[config.mk]
export PLATFORM = sky130hd
export DESIGN_NAME = key_event_to_ps2_set2_bytes
export DESIGN_NICKNAME = d
export VERILOG_FILES = /design/src/hdl/ps2enc_pkg.sv /design/src/hdl/key_event_to_ps2_set2_bytes.sv
export SDC_FILE = /design/constraint.sdc
export NUM_CORES = 1
export LEC_CHECK = 0
export CAP_MARGIN = 40
export CELL_PAD_IN_SITES_DETAIL_PLACEMENT = 0
export CELL_PAD_IN_SITES_GLOBAL_PLACEMENT = 1
export CORE_MARGIN = 3
export CORE_UTILIZATION = 30
export DETAILED_ROUTE_END_ITERATION = 10
export DONT_BUFFER_PORTS = 1
export PLACE_DENSITY_LB_ADDON = 0.15
export RECOVER_POWER = 50
export SETUP_SLACK_MARGIN = 0.5
export SLEW_MARGIN = 20
export SYNTH_ARGS = -nofsm -noshare
export SYNTH_HDL_FRONTEND = slang
export SYNTH_SLANG_ARGS = --single-unit
[constraint.sdc]
create_clock -name clk_i -period 4.7 [get_ports clk_i]
set_clock_uncertainty 0.2 [all_clocks]
set_input_delay 0.235 -clock clk_i [delete_from_list [all_inputs] [get_ports clk_i]]
set_output_delay 0.235 -clock clk_i [all_outputs]
set_load 0.05 [all_outputs]
[src/hdl/ps2enc_pkg.sv]
// ----------------------------------------------------------------------------
// ps2enc_pkg
// Types, byte constants and the sequence builder for the PS/2 set 2
// make/break encoder.
// ----------------------------------------------------------------------------
package ps2enc_pkg;

  localparam int unsigned MaxBytes = 6;
  localparam int unsigned IdxW     = $clog2(MaxBytes);
  localparam int unsigned LenW     = $clog2(MaxBytes + 1);

  localparam logic [7:0] PfxBreak = 8'hF0;
  localparam logic [7:0] PfxExt   = 8'hE0;
  localparam logic [7:0] LShift   = 8'h12;
  localparam logic [7:0] RShift   = 8'h59;

  typedef enum logic [2:0] {
    KC_UNKNOWN    = 3'd0,
    KC_NORMAL     = 3'd1,
    KC_EXTENDED   = 3'd2,
    KC_NAV        = 3'd3,
    KC_SHIFT_UNDO = 3'd4
  } key_class_e;

  typedef struct packed {
    logic [MaxBytes-1:0][7:0] bytes;
    logic [LenW-1:0]          len;
  } seq_t;

  // Builds the full byte sequence of one key event. Unknown and undefined
  // classes give an empty sequence.
  function automatic seq_t build_seq(logic [7:0] code, logic [2:0] cls,
                                     logic down, logic shift);
    seq_t s;
    s.bytes = '0;
    s.len   = '0;
    unique case (cls)
      KC_NORMAL: begin
        if (down) begin
          s.bytes[0] = code;
          s.len      = LenW'(1);
        end else begin
          s.bytes[0] = PfxBreak;
          s.bytes[1] = code;
          s.len      = LenW'(2);
        end
      end
      KC_EXTENDED: begin
        if (down) begin
          s.bytes[0] = PfxExt;
          s.bytes[1] = code;
          s.len      = LenW'(2);
        end else begin
          s.bytes[0] = PfxExt;
          s.bytes[1] = PfxBreak;
          s.bytes[2] = code;
          s.len      = LenW'(3);
        end
      end
      KC_NAV: begin
        if (down) begin
          s.bytes[0] = PfxExt;
          s.bytes[1] = LShift;
          s.bytes[2] = PfxExt;
          s.bytes[3] = code;
          s.len      = LenW'(4);
        end else begin
          s.bytes[0] = PfxExt;
          s.bytes[1] = PfxBreak;
          s.bytes[2] = code;
          s.bytes[3] = PfxExt;
          s.bytes[4] = PfxBreak;
          s.bytes[5] = LShift;
          s.len      = LenW'(6);
        end
      end
      KC_SHIFT_UNDO: begin
        if (down) begin
          if (shift) begin
            s.bytes[0] = PfxExt;
            s.bytes[1] = PfxBreak;
            s.bytes[2] = LShift;
            s.bytes[3] = PfxExt;
            s.bytes[4] = code;
            s.len      = LenW'(5);
          end else begin
            s.bytes[0] = PfxExt;
            s.bytes[1] = code;
            s.len      = LenW'(2);
          end
        end else begin
          s.bytes[0] = PfxExt;
          s.bytes[1] = PfxBreak;
          s.bytes[2] = code;
          if (shift) begin
            s.bytes[3] = PfxExt;
            s.bytes[4] = RShift;
            s.len      = LenW'(5);
          end else begin
            s.len      = LenW'(3);
          end
        end
      end
      default: begin
        s.len = '0;
      end
    endcase
    return s;
  endfunction

endpackage

[src/hdl/key_event_to_ps2_set2_bytes.sv]
// ----------------------------------------------------------------------------
// key_event_to_ps2_set2_bytes
// Turns one key event into its PS/2 scan code set 2 byte sequence, one byte
// per output transaction, with a last flag on the final byte.
// ----------------------------------------------------------------------------
// The first byte of an accepted event passes the event register and then the
// output register before it reaches the output.
// Throughput: one output byte per cycle while the output is ready; an event
// of N bytes (1 to 6) holds the event register until its final byte is loaded;
// an unknown key leaves with no byte, and the single output port sets the rate.
// Reset clears the event valid flag, the byte index and the output valid.
module key_event_to_ps2_set2_bytes (
  input  logic       clk_i,
  input  logic       rst_ni,
  input  logic       in_valid_i,
  output logic       in_ready_o,
  input  logic [7:0] scan_code_i,
  input  logic [2:0] key_class_i,
  input  logic       pressed_i,
  input  logic       shift_held_i,
  output logic       out_valid_o,
  input  logic       out_ready_i,
  output logic [7:0] code_byte_o,
  output logic       last_o
);
  import ps2enc_pkg::*;

  // Event register: holds the accepted key event while its bytes go out.
  logic            ev_valid_q, ev_valid_d;
  logic [7:0]      ev_code_q;
  logic [2:0]      ev_class_q;
  logic            ev_down_q;
  logic            ev_shift_q;

  // Index of the next byte of the held event's sequence.
  logic [IdxW-1:0] idx_q, idx_d;

  // Output register, which parts the event side from the output handshake.
  logic            out_valid_q, out_valid_d;
  logic [7:0]      out_byte_q;
  logic            out_last_q;

  seq_t            seq;
  logic            out_free;
  logic            emit;
  logic            final_byte;
  logic            advance;
  logic            in_take;
  logic [7:0]      emit_byte;

  // The whole sequence is built combinationally from the event register;
  // the byte index picks one entry per cycle while the output register has room.
  assign seq       = build_seq(ev_code_q, ev_class_q, ev_down_q, ev_shift_q);
  assign emit_byte = seq.bytes[idx_q];

  // The output register can take a new byte when empty or being drained.
  assign out_free = !out_valid_q || out_ready_i;

  // A byte goes out whenever an event with a nonempty sequence is held and
  // the output register has room. An unknown key is dropped from the event
  // register without producing any transaction.
  assign final_byte = (idx_q == IdxW'(seq.len - LenW'(1)));
  assign emit       = ev_valid_q && (seq.len != '0) && out_free;
  assign advance    = ev_valid_q && ((seq.len == '0) || (emit && final_byte));

  // The next event is taken while the final byte of the current one is
  // loaded, so short sequences stream back to back.
  assign in_ready_o = !ev_valid_q || advance;
  assign in_take    = in_valid_i && in_ready_o;

  always_comb begin
    ev_valid_d = ev_valid_q;
    if (in_take) begin
      ev_valid_d = 1'b1;
    end else if (advance) begin
      ev_valid_d = 1'b0;
    end

    idx_d = idx_q;
    if (advance) begin
      idx_d = '0;
    end else if (emit) begin
      idx_d = idx_q + IdxW'(1);
    end

    out_valid_d = out_valid_q;
    if (out_free) begin
      out_valid_d = emit;
    end
  end

  always_ff @(posedge clk_i or negedge rst_ni) begin
    if (!rst_ni) begin
      ev_valid_q  <= 1'b0;
      idx_q       <= '0;
      out_valid_q <= 1'b0;
    end else begin
      ev_valid_q  <= ev_valid_d;
      idx_q       <= idx_d;
      out_valid_q <= out_valid_d;
    end
  end

  // Payload registers carry no reset.
  always_ff @(posedge clk_i) begin
    if (in_take) begin
      ev_code_q  <= scan_code_i;
      ev_class_q <= key_class_i;
      ev_down_q  <= pressed_i;
      ev_shift_q <= shift_held_i;
    end
    if (emit) begin
      out_byte_q <= emit_byte;
      out_last_q <= final_byte;
    end
  end

  assign out_valid_o = out_valid_q;
  assign code_byte_o = out_byte_q;
  assign last_o      = out_last_q;

`ifndef SYNTHESIS
  // The byte index always stays inside the held event's sequence.
  a_idx_in_range: assert property (@(posedge clk_i) disable iff (!rst_ni)
    (ev_valid_q && (seq.len != '0)) |-> (LenW'(idx_q) < seq.len))
    else $error("byte index beyond sequence length");

  // With no event held the index rests at the first byte.
  a_idx_idle: assert property (@(posedge clk_i) disable iff (!rst_ni)
    !ev_valid_q |-> (idx_q == '0))
    else $error("byte index not at zero while no event is held");

  // Loading the final byte of a sequence restarts the index for the next one.
  a_idx_restart: assert property (@(posedge clk_i) disable iff (!rst_ni)
    (emit && final_byte) |=> (idx_q == '0))
    else $error("byte index not restarted after final byte");

  // A loaded final byte shows up on the output with its last flag.
  a_last_flag: assert property (@(posedge clk_i) disable iff (!rst_ni)
    (emit && final_byte) |=> (out_valid_o && last_o))
    else $error("final byte without last flag");
`endif

endmodule

# Word-level counts from Yosys, hierarchy flattened
# Cells that the tools add are included.
[totals] ff_bits=27 input_bits=17 output_inout_bits=11
[classes] n_addsub=2 magnitude_cmp=1 eq_ne=5 mux=21 n_reduce_logical=14
[ops] cell="$pmux W16 S4" count=1
[ops] cell="$mux W43" count=1
[ops] cell="$mux W19" count=2
[ops] cell="$mux W35" count=1
[ops] cell="$pmux W16 S2" count=1
[ops] cell="$bmux W8 S3" count=1
[ops] cell="$mux W24" count=1
[ops] cell="$mux W8" count=3
[ops] cell="$pmux W8 S3" count=1
[ops] cell="$mux W15" count=1
[ops] cell="$mux W13" count=1
[ops] cell="$pmux W3 S4" count=1
[ops] cell="$mux W11" count=1
[ops] cell="$mux W3" count=3
[ops] cell="$eq A3 B2 Y1 const B" count=2
[ops] cell="$logic_and A1 B1 Y1" count=5
[ops] cell="$lt A3 B4 Y1 const B" count=1
[ops] cell="$reduce_bool A2 Y1" count=2
[ops] cell="$add A3 B1 Y3 const B" count=1
[ops] cell="$eq A3 B1 Y1 const B" count=1
[ops] cell="$eq A3 B3 Y1" count=1
[ops] cell="$eq A3 B3 Y1 const B" count=1
[ops] cell="$logic_not A3 Y1" count=1
[ops] cell="$logic_or A1 B1 Y1" count=3
[ops] cell="4 further kinds" count=6

# Logic depth before layout (Yosys ltp)
# Gate-level depths: netlist of the first run.
[logic_depth] depth_word=12 ltp_mapped=12 ltp_nobuf=10

# Worst setup path before layout of the first run
# OpenSTA, ideal clock, no wires.
[synth_path] kind="reg2reg" startpoint="reg ev_class_q[1]" endpoint="reg ev_class_q[0], enable pin" setup_time_ps=404 arrival_ps=2693 path_slack_ps=1403 path_stages_with_launch=12 n_path_buf=2 synth_period_minus_slack_ps=3297 path_cell_list="edfxtp_1 buf_2 buf_2 inv_1 nand2_1 o21ai_0 a21oi_1 ha_1 xnor2_1 xnor2_1 nand3_2 o31ai_1"
[synth_via] elab_chain_cells=10 elab_cells_between_ends=16
[synth_rtl] item="start: declaration" line="key_event_to_ps2_set2_bytes.sv:31" text="logic [2:0] ev_class_q;"
[synth_rtl] item="start signal: assignment" line="key_event_to_ps2_set2_bytes.sv:108" text="ev_class_q <= key_class_i;"
[synth_rtl] item="$eq A3 B3 Y1, or another cell as far along" line="ps2enc_pkg.sv:37" text="unique case (cls)"
[synth_rtl] item="$pmux W3 S4 *" line="ps2enc_pkg.sv:37"
[synth_rtl] item="branches (longest 4 deep; another with $sub A3 B1 Y3)"
[synth_rtl] item="$logic_or A1 B1 Y1 *" line="key_event_to_ps2_set2_bytes.sv:64" text="assign advance = ev_valid_q && ((seq.len == '0) || (emit && final_byte));"
[synth_rtl] item="$logic_and A1 B1 Y1 *" line="key_event_to_ps2_set2_bytes.sv:64"
[synth_rtl] item="$logic_or A1 B1 Y1 *" line="key_event_to_ps2_set2_bytes.sv:68" text="assign in_ready_o = !ev_valid_q || advance;"
[synth_rtl] item="$logic_and A1 B1 Y1 *" line="key_event_to_ps2_set2_bytes.sv:69" text="assign in_take = in_valid_i && in_ready_o;"
# Mark *: on every way between the ends.
# A chain may end at the register's enable or synchronous reset.

# Worst setup path in the final report of the first run
[layout_path] startpoint="reg ev_class_q[2]" endpoint="out in_ready_o"
[layout_via] elab_cells_between_ends=15
[layout_lines] item="$eq A3 B3 Y1, or another cell as far along" line="ps2enc_pkg.sv:37"
[layout_lines] item="$pmux W3 S4 *" line="ps2enc_pkg.sv:37"
[layout_lines] item="$sub A3 B1 Y3 *" line="key_event_to_ps2_set2_bytes.sv:62" text="assign final_byte = (idx_q == IdxW'(seq.len - LenW'(1)));"
[layout_lines] item="$eq A3 B3 Y1 *" line="key_event_to_ps2_set2_bytes.sv:62"
[layout_lines] item="via final_byte" line="key_event_to_ps2_set2_bytes.sv:46" text="logic final_byte;"
[layout_lines] item="$logic_and A1 B1 Y1 *" line="key_event_to_ps2_set2_bytes.sv:64"
[layout_lines] item="$logic_or A1 B1 Y1 *" line="key_event_to_ps2_set2_bytes.sv:64"
[layout_lines] item="$logic_and A1 B1 Y1 *" line="key_event_to_ps2_set2_bytes.sv:64"
[layout_lines] item="$logic_or A1 B1 Y1 *" line="key_event_to_ps2_set2_bytes.sv:68"
[layout_lines] item="end: declaration" line="key_event_to_ps2_set2_bytes.sv:16" text="output logic in_ready_o,"
# The timed path passes the listed nets; every way through them passes the cells marked *.

==> results of run 1 <==
stage by stage:
stage / utilization [%] / cells / instance area [um^2] / setup WS [ns]
after floorplan: - / 184 / 1787 / 1.403
after global placement: 32.38 / 243 / 1827 / 1.528
after detailed placement: 32.38 / 243 / 1827 / 1.410
after CTS: 35.86 / 262 / 2023 / 1.281
after global routing: 36.13 / 263 / 2038 / 1.203
final: 36.13 / 263 / 2038 / 1.457
power by group through the flow:
stage	clock [mW]	sequential, mW	combinational, mW
3_5_place_dp	0	0.716	0.546
6_report	0.128	0.696	0.576
5_1_grt	0.148	0.716	0.642
4_1_cts	0.138	0.710	0.560
2_1_floorplan	0	0.600	0.515
3_3_place_gp	0	0.714	0.540
sequential cells by signal, indices dropped and copies added (netlist names):
signal and flops:
ev_shift_q 1, ev_class_q 3, ev_valid_q 1, last_o 1
idx_q 3, out_valid_o 1, ev_down_q 1, code_byte_o 8
ev_code_q 8
routing by layer:
metal | vias up | global-route usage, % | part of all wire [%] | wire length, um
met2 | 56 | 19.10 | 46 | 2063
met3 | 2 | 2.778 | 6.2 | 276
met1 | 684 | 19.62 | 47 | 2117
li1 | 711 | - | - | -
met4 | 0 | 3.566 | 0.51 | 23
met5 | - | 0 | 0 | 0
logic make-up after synthesis:
| family | share of synthesized area [%] |
|---|---|
| flops | 43.98 |
| buf+inv | 5.392 |
| simple gates | 21.29 |
| fa+ha+maj | 2.101 |
| compound gates | 24.79 |
| xor+xnor | 2.451 |
layout by cell type, fill, tap and decap left out, types with 5 or more instances in the layout:
master	synthesis	routed
nor2_1	14	14
dfrtp_1	5	5
edfxtp_1	22	22
dlygate4sd3_1	0	15
nand2b_1	6	6
a21oi_1	17	17
nand2_1	11	11
nor2b_1	8	8
o21ai_0	10	10
inv_1	6	6
final timing paths:
kind	startpoint	end	slack [ns]	depth (start not counted)
min in group asynchronous	rst_ni	ev_valid_q	0.05	1
max in group asynchronous	rst_ni	idx_q[2]	4.05	1
worst min-delay path	out_ready_i	out_valid_o	0.009	2
worst max-delay path	ev_class_q[2]	in_ready_o	1.46	9
worst max register to register	ev_class_q[0]	code_byte_o[6]	1.59	7
worst min register to register	ev_code_q[3]	code_byte_o[3]	0.43	2
area by class of cell:
| class | count | area [um^2] | area share, % |
|---|---|---|---|
| Timing Repair Buffer | 18 | 180.2 | 8.840 |
| Inverter | 7 | 26.28 | 1.289 |
| Clock inverter | 1 | 5.005 | 0.2455 |
| Clock buffer | 3 | 41.29 | 2.026 |
| Sequential cell | 27 | 785.8 | 38.55 |
| Multi-Input combinational cell | 135 | 909.6 | 44.63 |
| Tap cell | 72 | 90.09 | 4.420 |
what timing repair did:
item | in CTS | in global routing
hold buffers | 15 | 0
gates resized for setup | 0 | 0
hold endpoints to repair | 19 | 0
critical path: stages (launching register included):
cell,delay [ns]
edfxtp_1,0.64
nand2b_1,0.33
o21ai_0,0.13
a21oi_1,0.26
ha_1,0.21
xnor2_1,0.13
xnor2_1,0.16
nand3_2,0.15
inv_2,0.13
a21o_1,0.41
==> flow_summary.ini, run 1 <==
[global_routing]
grt_pass1_wl_mm = 7.369
grt-ovfl-total = 0
antenna_found_initial = 0
grt_max_degree = 31
grt_usage_pct = 13.14
grt_pass1_vias = 1385

[yosys]
synth_top_cells_by_count = edfxtp_1, a21oi_1, nor2_1
synth_top_area_cell = edfxtp_1
ys_warn_count = 0
synth.most_common_cell = edfxtp_1
ys_seq_area_share_pct = 43.98
ys_async_sr_fraction_pct = 18.52
synth_ff_type = edfxtp_1
syn_nets = 204
synth_cells = 184
yosys_register_bits = 27
ys_types = 54
synth.top_cell.area_share_pct = 36.97
synth_area_leaders = edfxtp_1, dfrtp_1, a21oi_1
synth_area_um2 = 1787
synth.avg_cell_area_um2 = 9.710
synth_edf_count = 22

[placement]
io_buffers = 0
dpl.hpwl_mm = 3.250
place.gp.congestion = 0.8508

[route]
ant_nets = 0
drt-pass1-iter-count = 4
routedWlPerCell_um = 17.04
drt_wl_total_mm = 4.481
detail_route.iter0.violations = 116
post-route-drc-count = 0
avgViaCountPerCell = 5.525
routed-via-count = 1453

[cells_and_area]
syn2layout_area_growth_pct = 14.08
layout-drive-gt1-share_pct = 8.377
final_nets = 212
insertedDiodeCount = 0
nFillCells = 555

[pwr]
combPwrFrac_pct = 41.1
finalPower_mw = 1.400
intPower_uw = 696.0
p_switching_uw = 703.9
swShare_pct = 50.28
seqPwrFrac_pct = 49.7
power.leakage_nw = 0.7151
clkPwrFrac_pct = 9.1
vdd_ir_drop_max_mv = 0.2475
p_per_area_nw_per_um2 = 686.8

[sta]
setup_viol = 0
setup_tns_ns = 0
whs_ns = 0.008831
fin_crit_sh_pct = 69.01
finalMaxSlewViolations = 0
min_period_ns = 3.243
rsz0062_at_grt = no
max_slew.worst_pin.slew_ns = 0.8030
hold_viol = 0
fmax_mhz = 308.3
slew_headroom_pct = 46.27

[critical_path]
path_max_fanout = 16
required_ns = 4.26
worst-endpoint-arrival_ns = 2.81
startpoint_type = register
crit_type = register to output port
endpoint_kind = output port

[die]
initial_core_util_pct = 31.67
rows = 27
fp.dieW_um = 83.18
ios = 28
core_area_um2 = 5642
chipHeight_um = 83.18
dieArea_um2 = 6918

[cts]
clkSlewWorstSetupHoldPaths_ns = 0.09
cts_root_buf = clkbuf_8
clock-sinks = 27
numCtsBuffers = 3
htreeDepth = 1
clk_latency_ns = 0.27
post-cts-setup-buffers = 0
cts_tree = done
cts_buffer_depth = 2

[status]
outcome = finished, final reports clean

[worst_hold_path]
hp-class = input port to register

[job]
maxCapViolations = 0
No activity file was read; power rests on OpenSTA's default activity.
==> run 2, diff against run 1 <==
--- a/config.mk
+++ b/config.mk
@@ -5,6 +5,7 @@
 export SDC_FILE = /design/constraint.sdc
 export NUM_CORES = 1
 export LEC_CHECK = 0
+export ABC_AREA = 1
 export CAP_MARGIN = 40
 export CELL_PAD_IN_SITES_DETAIL_PLACEMENT = 0
 export CELL_PAD_IN_SITES_GLOBAL_PLACEMENT = 1
==> constraint.sdc (replaced) <==
create_clock -name clk_i -period 3.3 [get_ports clk_i]
set_clock_uncertainty 0.2 [all_clocks]
set_input_delay 0.165 -clock clk_i [delete_from_list [all_inputs] [get_ports clk_i]]
set_output_delay 0.165 -clock clk_i [all_outputs]
set_load 0.05 [all_outputs]
==> flow_summary.ini, run 2 <==
[pwr]
finalPower_mw = 1.552
p_per_area_nw_per_um2 = 661.0
vdd_ir_drop_max_mv = 0.3522
power.leakage_nw = 1.081

[yosys]
synth.avg_cell_area_um2 = 7.051
synth_top_area_cell = edfxtp_1
ys_seq_area_share_pct = 41.42
synthSimpleGateAreaFrac_pct = 39.05
synth_top_cells_by_count = nand2_1, nand3_1, nor2_1
synth_edf_count = 22
ys_warn_count = 0
ys_async_sr_fraction_pct = 18.52
synth_compound_gate_area_share_pct = 9.301
yosys_register_bits = 27
synth.top_cell.area_share_pct = 34.83
ys_types = 26
synth_cells = 269
syn_nets = 289
synth_ff_type = edfxtp_1
synth_area_um2 = 1897
synth_area_leaders = edfxtp_1, nand2_1, nand3_1
synthAdderAreaFrac_pct = 1.979
synth_top_family_by_area = simple AND/OR/NAND/NOR gates
synthMuxAreaShare_pct = 0
synthXorXnorAreaFrac_pct = 0.9235
synth.most_common_cell = nand2_1

[critical_path]
startpoint_type = register
startpoint = ev_class_q[2]
required_ns = 2.93
endpoint_kind = output port
r2r_start = ev_class_q[2]
path_max_fanout = 5
ff2ff_setup_slack_ns = 0.60
crit_type = register to output port
cp-endpoint = in_ready_o
rr_worst_depth = 11
reg2reg_to = ev_code_q[7]
worst-endpoint-arrival_ns = 2.36
critPathSlowestCell = edfxtp_1
crit_chain = buf_6, nor3_4, a21oi_2, o21a_1, ha_1, xor2_1, nand2_1, nor2_2, nand3_2, nand2_4
worst_path_largest_cell_delay_ns = 0.51

[sta]
slew_headroom_pct = 59.79
hold_viol = 0
fin_crit_sh_pct = 82.46
finalMaxSlewViolations = 0
fmax_mhz = 367.5
min_period_ns = 2.721
setup_tns_ns = 0
rsz0062_at_grt = yes
max_slew.worst_pin.slew_ns = 0.6032
setup_viol = 0

[die]
chipHeight_um = 85.52
fp.dieW_um = 85.52
ios = 28
rows = 28
dieArea_um2 = 7313
initial_core_util_pct = 31.48
core_area_um2 = 6026

[cts]
cts_buffer_depth = 2
cts_tree = done
numCtsBuffers = 3
htreeDepth = 1
clock-sinks = 27
clk_latency_ns = 0.28
cts_root_buf = clkbuf_8
clkSlewWorstSetupHoldPaths_ns = 0.10

[placement]
io_buffers = 0
place.gp.congestion = 0.7768
dpl.hpwl_mm = 3.704

[global_routing]
grt_pass1_vias = 1787
grt_max_degree = 18
grt_usage_pct = 15.25
grt_pass1_wl_mm = 8.935
antenna_found_initial = 0
grt-ovfl-total = 0

[cells_and_area]
insertedDiodeCount = 0
syn2layout_area_growth_pct = 23.75
final_cell_mix = nand2_1, nand3_1, nor2_1
layout-drive-gt1-share_pct = 13.09
final_common_cell = nand2_1
final_nets = 319

[route]
post-route-drc-count = 0
routed-via-count = 1838
drt_wl_total_mm = 5.249
ant_nets = 0
avgViaCountPerCell = 4.928
routedWlPerCell_um = 14.07
detail_route.iter0.violations = 110
drt-pass1-iter-count = 4

[job]
maxCapViolations = 0

[worst_hold_path]
hold_start = out_ready_i
hp-class = input port to register

[status]
outcome = finished, final reports clean
==> run 2: routing by layer <==
metal  wire (um)  GRT usage, %  vias to the layer above
met2        2464         24.93                       48
met4          29         3.453                        0
met3         222         2.113                        2
li1            -             -                      947
met1        2532         21.45                      841
met5           0             0                        -
==> run 2: repair_timing <==
item / 4_1_cts / 5_1_grt
hold endpoints to repair: 20 / 0
setup buffers: 8 / 5
resized for setup: 3 / 4
pin swaps: 3 / 3
setup endpoints to repair: 15 / 14
hold buffers: 17 / 0
==> run 2: worst max-delay path: cells and delay by family, from the launching register on <==
kind	cells	cell delay, ns
AOI/OAI and AO/OA	2	0.18
xor gates and xnor gates	1	0.14
adders and majority gates	1	0.28
buffers and inverters	1	0.17
DFF	1	0.51
and+or+nand+nor	5	0.78
==> run 2: worst min-delay path by stage <==
stage                        to  slack (ns)  cells past startpoint
finish                   last_o        0.21                      3
global route             last_o        0.23                      3
CTS                    idx_q[2]        0.21                      5
detailed placement  out_valid_o       -0.33                      0
global placement    out_valid_o       -0.33                      0
floorplan            ev_valid_q       -0.33                      0
==> run 2: cell type report <==
type	count	area, um^2
Sequential cell	27	785.8
Fill cell	688	3679
Tap cell	75	93.84
Inverter	27	101.3
Clock buffer	3	41.29
Clock inverter	1	5.005
Timing Repair Buffer	34	314.1
Multi-Input combinational cell	206	1006
==> run 2: through the flow <==
stage | utilization (%) | cell area, um^2 | hold WS, ns | instances | setup WS [ns]
2_1_floorplan | - | 1918 | -0.3306 | 269 | 0.5282
3_3_place_gp | 33.26 | 2004 | -0.3304 | 339 | 0.3809
3_5_place_dp | 33.26 | 2004 | -0.3304 | 339 | 0.2860
4_1_cts | 38.29 | 2307 | 0.2083 | 368 | 0.5094
5_1_grt | 38.95 | 2347 | 0.2277 | 373 | 0.4209
6_report | 38.95 | 2347 | 0.2147 | 373 | 0.5789
==> run 2: kinds of logic (layout without fill, tap and decap cells) <==
family,after synthesis,after routing
adder cells (fa/ha/maj),3,3
XOR/XNOR,2,2
flip-flops,27,27
buffers and inverters,36,65
AO/OA/AOI/OAI,33,33
AND/OR/NAND/NOR,168,168
==> run 2: power by group <==
group          internal, mW  leakage (nW)  total (mW)  switching, mW
Clock                0.0849        0.0255       0.200          0.115
Combinational         0.229         0.782       0.613          0.384
Sequential            0.487         0.273       0.739          0.252
Total                 0.801          1.08        1.55          0.751
